[config.mk]
export PLATFORM = sky130hd
export DESIGN_NAME = des_key_schedule_unit
export DESIGN_NICKNAME = d
export VERILOG_FILES = /design/src/rtl/dks_pkg.sv /design/src/rtl/dks_cell.sv /design/src/rtl/dks_out_stage.sv /design/src/rtl/des_key_schedule_unit.sv
export SDC_FILE = /design/constraint.sdc
export NUM_CORES = 1
export LEC_CHECK = 0
export ABC_CLOCK_PERIOD_IN_PS = 11140
export BUFFER_PORTS_ARGS = -buffer_cell sky130_fd_sc_hd__buf_2
export CAP_MARGIN = 30
export CORE_AREA = 3 3 139 141
export DETAILED_ROUTE_END_ITERATION = 7
export DIE_AREA = 0 0 142 144
export GPL_ROUTABILITY_DRIVEN = 0
export PLACE_DENSITY_LB_ADDON = 0.3
export SLEW_MARGIN = 0
export SYNTH_ARGS = -nofsm -noshare
export SYNTH_HDL_FRONTEND = slang
export SYNTH_HIERARCHICAL = 1
export SYNTH_SLANG_ARGS = --single-unit
[constraint.sdc]
create_clock -name clk -period 11.14 [get_ports clk]
set_clock_uncertainty 0.05 [all_clocks]
set_input_delay 0.557 -clock clk [delete_from_list [all_inputs] [get_ports clk]]
set_output_delay 0.557 -clock clk [all_outputs]
set_load 0.1 [all_outputs]
[src/rtl/dks_pkg.sv]
// Shared constants, tables, types and bit-selection functions of the DES key schedule.
package dks_pkg;

    localparam int KeyBits  = 64;
    localparam int Half     = 28;
    localparam int CdBits   = 56;
    localparam int RkBits   = 48;
    localparam int SlotBits = 4;

    localparam logic [SlotBits-1:0] LastSlot = 4'd15;

    // Rounds with a single-bit rotation: 1, 2, 9 and 16 (indices 0, 1, 8, 15).
    localparam logic [15:0] SingleShift = 16'h8103;

    typedef logic [Half-1:0] half_t;

    typedef struct packed {
        logic load;
        logic step;
        logic left;
        logic two;
    } dks_ctl_t;

    localparam logic [6:0] PC1_TAB [CdBits] = '{
        7'd57, 7'd49, 7'd41, 7'd33, 7'd25, 7'd17, 7'd9,
        7'd1,  7'd58, 7'd50, 7'd42, 7'd34, 7'd26, 7'd18,
        7'd10, 7'd2,  7'd59, 7'd51, 7'd43, 7'd35, 7'd27,
        7'd19, 7'd11, 7'd3,  7'd60, 7'd52, 7'd44, 7'd36,
        7'd63, 7'd55, 7'd47, 7'd39, 7'd31, 7'd23, 7'd15,
        7'd7,  7'd62, 7'd54, 7'd46, 7'd38, 7'd30, 7'd22,
        7'd14, 7'd6,  7'd61, 7'd53, 7'd45, 7'd37, 7'd29,
        7'd21, 7'd13, 7'd5,  7'd28, 7'd20, 7'd12, 7'd4
    };

    localparam logic [6:0] PC2_TAB [RkBits] = '{
        7'd14, 7'd17, 7'd11, 7'd24, 7'd1,  7'd5,
        7'd3,  7'd28, 7'd15, 7'd6,  7'd21, 7'd10,
        7'd23, 7'd19, 7'd12, 7'd4,  7'd26, 7'd8,
        7'd16, 7'd7,  7'd27, 7'd20, 7'd13, 7'd2,
        7'd41, 7'd52, 7'd31, 7'd37, 7'd47, 7'd55,
        7'd30, 7'd40, 7'd51, 7'd45, 7'd33, 7'd48,
        7'd44, 7'd49, 7'd39, 7'd56, 7'd34, 7'd53,
        7'd46, 7'd42, 7'd50, 7'd36, 7'd29, 7'd32
    };

    function automatic logic [CdBits-1:0] pc1(input logic [KeyBits-1:0] k);
        logic [CdBits-1:0] r;
        r = '0;
        for (int i = 0; i < CdBits; i++) begin
            r[CdBits-1-i] = k[6'(7'd64 - PC1_TAB[i])];
        end
        return r;
    endfunction

    function automatic logic [RkBits-1:0] pc2(input logic [CdBits-1:0] cd);
        logic [RkBits-1:0] r;
        r = '0;
        for (int i = 0; i < RkBits; i++) begin
            r[RkBits-1-i] = cd[6'(7'd56 - PC2_TAB[i])];
        end
        return r;
    endfunction

endpackage

[src/rtl/dks_cell.sv]
// One bit position of the C and D rotation ring.
module dks_cell
    import dks_pkg::*;
(
    input  logic     clk,
    input  dks_ctl_t ctl,
    input  logic     load_c,
    input  logic     load_d,
    input  logic [3:0] c_nbr,
    input  logic [3:0] d_nbr,
    output logic     c,
    output logic     d
);

    logic c_reg;
    logic d_reg;
    logic c_next;
    logic d_next;

    // nbr order: {i+2, i+1, i-1, i-2}
    always_comb
    begin
        c_next = c_reg;
        d_next = d_reg;
        priority if (ctl.load)
        begin
            c_next = load_c;
            d_next = load_d;
        end
        else if (ctl.step)
        begin
            if (ctl.left)
            begin
                c_next = ctl.two ? c_nbr[0] : c_nbr[1];
                d_next = ctl.two ? d_nbr[0] : d_nbr[1];
            end
            else
            begin
                c_next = ctl.two ? c_nbr[3] : c_nbr[2];
                d_next = ctl.two ? d_nbr[3] : d_nbr[2];
            end
        end
        else
        begin
            c_next = c_reg;
            d_next = d_reg;
        end
    end

    always_ff @(posedge clk)
    begin
        c_reg <= c_next;
        d_reg <= d_next;
    end

    assign c = c_reg;
    assign d = d_reg;

endmodule

[src/rtl/dks_out_stage.sv]
// Output register holding one round-key request until it is taken.
module dks_out_stage
    import dks_pkg::*;
(
    input  logic                clk,
    input  logic                rst_n,
    input  logic                load,
    input  logic [RkBits-1:0]   load_subkey,
    input  logic [SlotBits-1:0] load_slot,
    input  logic                load_last,
    input  logic                out_ready,
    output logic                free,
    output logic                out_valid,
    output logic [RkBits-1:0]   subkey,
    output logic [SlotBits-1:0] slot,
    output logic                last
);

    logic                valid_reg;
    logic                valid_next;
    logic [RkBits-1:0]   subkey_reg;
    logic [SlotBits-1:0] slot_reg;
    logic                last_reg;

    assign free = !valid_reg || out_ready;

    always_comb
    begin
        valid_next = valid_reg;
        priority if (load)
            valid_next = 1'b1;
        else if (out_ready)
            valid_next = 1'b0;
        else
            valid_next = valid_reg;
    end

    always_ff @(posedge clk or negedge rst_n)
    begin
        if (!rst_n)
            valid_reg <= 1'b0;
        else
            valid_reg <= valid_next;
    end

    always_ff @(posedge clk)
    begin
        if (load)
        begin
            subkey_reg <= load_subkey;
            slot_reg   <= load_slot;
            last_reg   <= load_last;
        end
    end

    assign out_valid = valid_reg;
    assign subkey    = subkey_reg;
    assign slot      = slot_reg;
    assign last      = last_reg;

endmodule

[src/rtl/des_key_schedule_unit.sv]
// DES key schedule: rotation ring of bit cells, slot sequencer and output register.
// The edge that accepts a key request loads the ring; each step emits a round key.
// Throughput: one round key per cycle unless the output stalls; the next key is taken
// in the cycle its predecessor's last round key enters the output register.
// The ring steps once per delivered round key; a stalled output stalls the ring.
// Reset (rst_n low, asynchronous) clears busy and output valid; ring data is not reset.
module des_key_schedule_unit
    import dks_pkg::*;
(
    input  logic                clk,
    input  logic                rst_n,
    input  logic                in_valid,
    output logic                in_ready,
    input  logic [KeyBits-1:0]  key,
    input  logic                decrypt,
    output logic                out_valid,
    input  logic                out_ready,
    output logic [RkBits-1:0]   subkey,
    output logic [SlotBits-1:0] slot,
    output logic                last
);

    logic                busy_reg;
    logic                busy_next;
    logic                dec_reg;
    logic                dec_next;
    logic [SlotBits-1:0] count_reg;
    logic [SlotBits-1:0] count_next;

    logic                free;
    logic                step;
    logic                accept;
    logic                at_last;
    logic [SlotBits-1:0] shift_idx;
    logic [CdBits-1:0]   cd_init;
    half_t               c_init;
    half_t               d_init;
    half_t               c_load;
    half_t               d_load;
    half_t               c_vec;
    half_t               d_vec;
    dks_ctl_t            ctl;

    assign at_last  = (count_reg == LastSlot);
    assign step     = busy_reg && free;
    assign in_ready = !busy_reg || (step && at_last);
    assign accept   = in_valid && in_ready;

    assign cd_init = pc1(key);
    assign c_init  = cd_init[CdBits-1:Half];
    assign d_init  = cd_init[Half-1:0];
    assign c_load  = decrypt ? c_init : {c_init[Half-2:0], c_init[Half-1]};
    assign d_load  = decrypt ? d_init : {d_init[Half-2:0], d_init[Half-1]};

    assign shift_idx = dec_reg ? ~count_reg : SlotBits'(count_reg + 1'b1);

    always_comb
    begin
        ctl.load = accept;
        ctl.step = step;
        ctl.left = !dec_reg;
        ctl.two  = !SingleShift[shift_idx];
    end

    always_comb
    begin
        busy_next  = busy_reg;
        dec_next   = dec_reg;
        count_next = count_reg;
        priority if (accept)
        begin
            busy_next  = 1'b1;
            dec_next   = decrypt;
            count_next = '0;
        end
        else if (step)
        begin
            busy_next  = !at_last;
            count_next = SlotBits'(count_reg + 1'b1);
        end
        else
        begin
            busy_next  = busy_reg;
            count_next = count_reg;
        end
    end

    always_ff @(posedge clk or negedge rst_n)
    begin
        if (!rst_n)
        begin
            busy_reg  <= 1'b0;
            dec_reg   <= 1'b0;
            count_reg <= '0;
        end
        else
        begin
            busy_reg  <= busy_next;
            dec_reg   <= dec_next;
            count_reg <= count_next;
        end
    end

    for (genvar i = 0; i < Half; i++)
    begin : g_ring
        localparam int IP1 = (i + 1) % Half;
        localparam int IP2 = (i + 2) % Half;
        localparam int IM1 = (i + Half - 1) % Half;
        localparam int IM2 = (i + Half - 2) % Half;

        dks_cell u_cell (
            .clk    (clk),
            .ctl    (ctl),
            .load_c (c_load[i]),
            .load_d (d_load[i]),
            .c_nbr  ({c_vec[IP2], c_vec[IP1], c_vec[IM1], c_vec[IM2]}),
            .d_nbr  ({d_vec[IP2], d_vec[IP1], d_vec[IM1], d_vec[IM2]}),
            .c      (c_vec[i]),
            .d      (d_vec[i])
        );
    end

    dks_out_stage u_out (
        .clk         (clk),
        .rst_n       (rst_n),
        .load        (step),
        .load_subkey (pc2({c_vec, d_vec})),
        .load_slot   (count_reg),
        .load_last   (at_last),
        .out_ready   (out_ready),
        .free        (free),
        .out_valid   (out_valid),
        .subkey      (subkey),
        .slot        (slot),
        .last        (last)
    );

endmodule

; ---- After elaboration in Yosys (flattened, before gate mapping)
; Memory sizes are Yosys's and may differ from the RTL's.
; Index checks and enable logic that the tools add are counted.
[classes]
add_sub_neg = 1
order_cmp = 1
eq_ne = 1
n_mux = 290
n_bitwise = 1
reduce_logical = 10
[ops]
columns = cell, count
row1 = 1-bit 2-to-1 mux, 285
row2 = 28-bit 2-to-1 mux, 2
row3 = 4-bit 2-to-1 mux, 3
row4 = 4-bit by 5-bit < comparator with 1-bit output (second input constant), 1
row5 = 4-bit by 1-bit adder with 4-bit output (second input constant), 1
row6 = 4-bit == test (second input constant), 1
row7 = 4-bit inverter, 1
row8 = 2-bit nonzero test, 2
row9 = 1-bit logical AND, 3
row10 = 1-bit zero test, 3
row11 = 1-bit logical OR, 2
[word_totals]
regBits = 116
rom_bits = 16
input_bits = 69
out_inout_bits = 55
memories = 1
[mem_list]
columns = memory, depth, word_bits, read_ports, rd_ports_with_merged_regs, write_ports, line
row1 = (name not given), 16, 1, 1, 0, 0, des_key_schedule_unit.sv:62  ; ctl.two = !SingleShift[shift_idx];

; ---- Logic depth before layout (Yosys ltp)
[depth]
ltp_word = 8
ltp_mapped = 8
depth_no_buf = 8

; ---- By module
; The synthesis kept the hierarchy.
[modules_own_cells]
columns = mod, instances, cells_each, area_each_um2, seq_area_each_um2
row1 = dks_cell, 28, 15, 161.4, 60.1
row2 = dks_out_stage, 1, 56, 1639.1, 1616.6
row3 = des_key_schedule_unit, 1, 107, 1078.5, 150.1

; ---- Least setup slack after synthesis
; Ideal clock, no wire load.
[synth_timing]
kind = reg-to-reg
startpoint = reg dec_reg
endpoint = reg g_ring[0].u_cell.c_reg, data pin
setup_time_ps = 207
arrival_time_ps = 10674
t_required_ps = 10883
setup_slack_ps = 210
stages_incl_launch_ff = 7
path_cell_list = dfrtp_1 > inv_1 > mux2i_1 > mux2_1 > a21oi_1 > mux2i_1 > a221oi_2
[synth_between]
elab_chain_len = 7
word_cells_on_any_way = 8
[synth_rtl]
columns = item, line
row1 = "start, declared", des_key_schedule_unit.sv:25  ; logic dec_reg;
row2 = "start signal, assigned", des_key_schedule_unit.sv:99  ; dec_reg <= dec_next;
row3 = 4-bit 2-to-1 mux, des_key_schedule_unit.sv:55  ; assign shift_idx = dec_reg ? ~count_reg : SlotBits'(count_reg + 1'b1);
row4 = memory 16 x 1 bit, -
row5 = 1-bit 2-to-1 mux (not written as such), des_key_schedule_unit.sv:62
row6 = "1-bit 2-to-1 mux, on equally long branches", "dks_cell.sv:34, dks_cell.sv:39"
row7 = 1-bit 2-to-1 mux *, dks_cell.sv:32  ; if (ctl.left)
row8 = 1-bit 2-to-1 mux *, dks_cell.sv:30  ; else if (ctl.step)
row9 = 1-bit 2-to-1 mux *, dks_cell.sv:25  ; priority if (ctl.load)
row10 = named net g_ring[0].u_cell.c_next, dks_cell.sv:17  ; logic c_next;
row11 = "end signal, assigned", dks_cell.sv:52  ; c_reg <= c_next;
row12 = "end, declared", dks_cell.sv:15  ; logic c_reg;
; The timed path passes the listed nets; every way through them passes the cells marked *. The select of a mux whose other input is x is not followed.
; A chain may end at the register's enable or synchronous reset.

; ---- Worst setup path in the final report
[layout_timing]
startpoint = reg dec_reg
endpoint = reg g_ring[8].u_cell.c_reg, data pin
[layout_between]
elab_chain_len = 7
word_cells_on_any_way = 8
[layout_rtl]
columns = item, line
row1 = 4-bit 2-to-1 mux, des_key_schedule_unit.sv:55
row2 = memory 16 x 1 bit, -
row3 = 1-bit 2-to-1 mux (not written as such), des_key_schedule_unit.sv:62
row4 = "1-bit 2-to-1 mux, on equally long branches", "dks_cell.sv:34, dks_cell.sv:39"
row5 = 1-bit 2-to-1 mux *, dks_cell.sv:32
row6 = 1-bit 2-to-1 mux *, dks_cell.sv:30
row7 = 1-bit 2-to-1 mux *, dks_cell.sv:25
row8 = named net g_ring[8].u_cell.c_next, dks_cell.sv:17
row9 = "end signal, assigned", dks_cell.sv:52
row10 = "end, declared", dks_cell.sv:15
; Marked as above.

==> metrics.txt <==
status finished, final reports clean; Critical Path AT 3990 ps; final antenna-violating net count 0; largest area contributor in the netlist edfxtp_1; HPWL after DPL 11.86 mm; clock period minus worst slack 3925 ps; CP Max Fanout 89; Initial DRC Count 319; Synth Area in Simple Gates 0.1248; sequential area share after synthesis 0.4765; CTS tree yes; Max Buffers Root-to-Sink 2; WP data required 11210 ps; Resize count post-CTS 0; Synth Cell Area 0.007237 mm^2; core box area 0.01809 mm^2; ranking of synthesized cells by area edfxtp_1, a221oi_2, mux2_2; Synth Register Bits 116; H-tree Lvls 4; Final Net Count 789; height of the die 144 um; max incr delay on CP 690 ps; CP most frequent cell buf_4; CP cell instances clkinv_1, buf_4, mux2i_1, mux2_1, a21oi_4, buf_4, buf_4, buf_16, nor2b_1, a211oi_1, a221oi_2; Mapped Nets 654; Synth Area in XOR/XNOR 0.003631; root buffer cell clkbuf_16; layout cell share with drive strength beyond 1 0.4145; main combinational cell family by area after synthesis compound AO/OA/AOI/OAI gates; Setup Viol. Count Final 0; Layout area overhead 21.04%; wire per inst 18.52 um; total gr overflow 0; Post-Syn Instances 583; initial core utilization 0.4001; # DRC 0; number of buffers created by CTS 17; TritonRoute pass-1 iters 5; total routed wirelength 17.78 mm; IO Count 124; first-pass GRT wire length 28.23 mm; MaxCap Viol Count 0; Rel. slew slack 0.3940; Yosys warnings 6; Global Route Usage Sum 0.1741; Compound-Gate Fraction of Synth Area 0.1852; fin crit share 0.3523; Yosys top cell area share 0.4523; post-CTS setup buffer count 0; Finished Cell Area 0.008760 mm^2; average size of a mapped cell 12.41 um^2; CP Capture Type register; Post-Place Cell Area 0.008134 mm^2; startpoint types register; clk sinks 116; post-synthesis cell type count 34; Die Span X 142 um; final hold violation count 0; RSZ-0062 raised after global routing no; worst slew pin tran 909.0 ps; final core occ 0.4843; TNS Setup 0 ps; number of global-route vias before repair 5297; adder and majority cell fraction of the synthesized area 0.003458; Final Max Slew Viols 0; max reg flops 48; Reg2Reg Setup Slack 7220 ps; mux cell area share after synthesis 0.1706; clock latency on the worst-skew pair 420 ps; fill count 1605; fmax 254.8 MHz; Slowest cell on crit path buf_4; vias per std cell 5.489; die area 0.02045 mm^2; Hold WC Path Type in -> reg; largest net degree at the start of global routing 92; count of input and output buffers 115; Vias 5269; Diodes inserted 0; clk slew on worst S/H paths 50 ps; std cell rows 49; type of the worst setup path reg -> reg; initial antenna violation count 0
[kinds of logic (layout without fill, tap and decap cells)]
kind of cell,after synthesis,after routing
fa+ha+maj,2,2
compound gates,123,123
mux,116,116
simple gates,156,156
flops,116,116
xor+xnor,3,3
buf+inv,67,215
[worst max-delay path, delay by kind of cell (launching register included)]
kind                   cells  cell delay [ps]
muxes                      2              560
buffers and inverters      5             1880
DFF                        1              410
AOI/OAI and AO/OA          3              510
and+or+nand+nor            1               90
[metal layers]
metal / track usage / part of all wire
met2: 0.2914 / 0.50
met3: 0.03770 / 0.044
met5: 0 / 0
met4: 0.04899 / 0.0099
met1: 0.2292 / 0.45
[stage by stage]
step | hold WS (ps) | cells | setup WS (ps)
3_5_place_dp | 354.0 | 926 | 6918
4_1_cts | 378.1 | 959 | 6893
5_1_grt | 393.5 | 960 | 6961
3_3_place_gp | 350.2 | 926 | 7040
2_1_floorplan | 211.4 | 583 | 209.6
6_report | 394.1 | 960 | 7215
[synthesized netlist by cell type]
cell type / number
and3_2: 1
dfrtp_1: 7
a31oi_1: 1
a221oi_2: 56
nand2_1: 5
buf_2: 6
mux2_2: 58
nor3b_1: 1
nor2b_1: 56
xnor2_1: 2
a22o_1: 1
and3_1: 1
mux2_1: 1
a211oi_1: 57
clkbuf_1: 2
xor2_1: 1
nand2b_2: 1
a22o_2: 1
edfxtp_1: 109
ha_1: 2
a31o_2: 1
a21o_1: 1
nor2_1: 31
mux2i_1: 57
a21oi_2: 1
a21oi_1: 3
nor4b_1: 1
nand2b_1: 28
inv_1: 59
and4_1: 1
or2_2: 28
o22ai_1: 1
and2_1: 1
nand2b_4: 1
[layout make-up]
class	instances	area (um^2)	share of cell area
clock buffers	25	549.3	0.06271
clock inverters	7	38.79	0.004428
flip-flops and latches	116	3448	0.3937
multi-input cells	400	3550	0.4052
inverters	59	221.5	0.02528
repair buffers	124	665.6	0.07599
well taps	229	286.5	0.03271
[path summary, 6_finish.rpt]
kind | endpoint | startpoint | cells after the start
worst max register to register | g_ring[8].u_cell/c | dec_reg | 11
worst min-delay path | busy_reg | in_valid | 3
min in group asynchronous | u_out/out_valid | rst_n | 2
worst min register to register | u_out/subkey[22] | g_ring[4].u_cell/d | 0
max in group asynchronous | dec_reg | rst_n | 2
worst max-delay path | g_ring[8].u_cell/c | dec_reg | 11
[cell usage in the layout, fill, tap and decap left out, types with 2 or more instances in the layout]
| master | Yosys | routed |
|---|---|---|
| xnor2_1 | 2 | 2 |
| a221oi_2 | 56 | 56 |
| nand2_1 | 5 | 5 |
| buf_2 | 6 | 115 |
| clkbuf_1 | 2 | 2 |
| mux2_2 | 58 | 58 |
| a211oi_1 | 57 | 57 |
| buf_4 | 0 | 7 |
| inv_1 | 59 | 58 |
| nor2_1 | 31 | 31 |
| edfxtp_1 | 109 | 109 |
| a21oi_1 | 3 | 2 |
| mux2i_1 | 57 | 57 |
| dfrtp_1 | 7 | 7 |
| ha_1 | 2 | 2 |
| clkbuf_16 | 0 | 20 |
| clkinv_2 | 0 | 6 |
| or2_2 | 28 | 28 |
| a21oi_4 | 0 | 2 |
| nor2b_1 | 56 | 56 |
| nand2b_1 | 28 | 28 |
| clkbuf_8 | 0 | 3 |
[what timing repair did]
item / 4_1_cts / 5_1_grt
hold endpoints to repair: 7 / 0
hold buffers: 1 / 0
setup endpoints to repair: 0 / 0
Power is not shown: default switching activity piles up to over one toggle a cycle in this logic, so the estimate is an artifact.
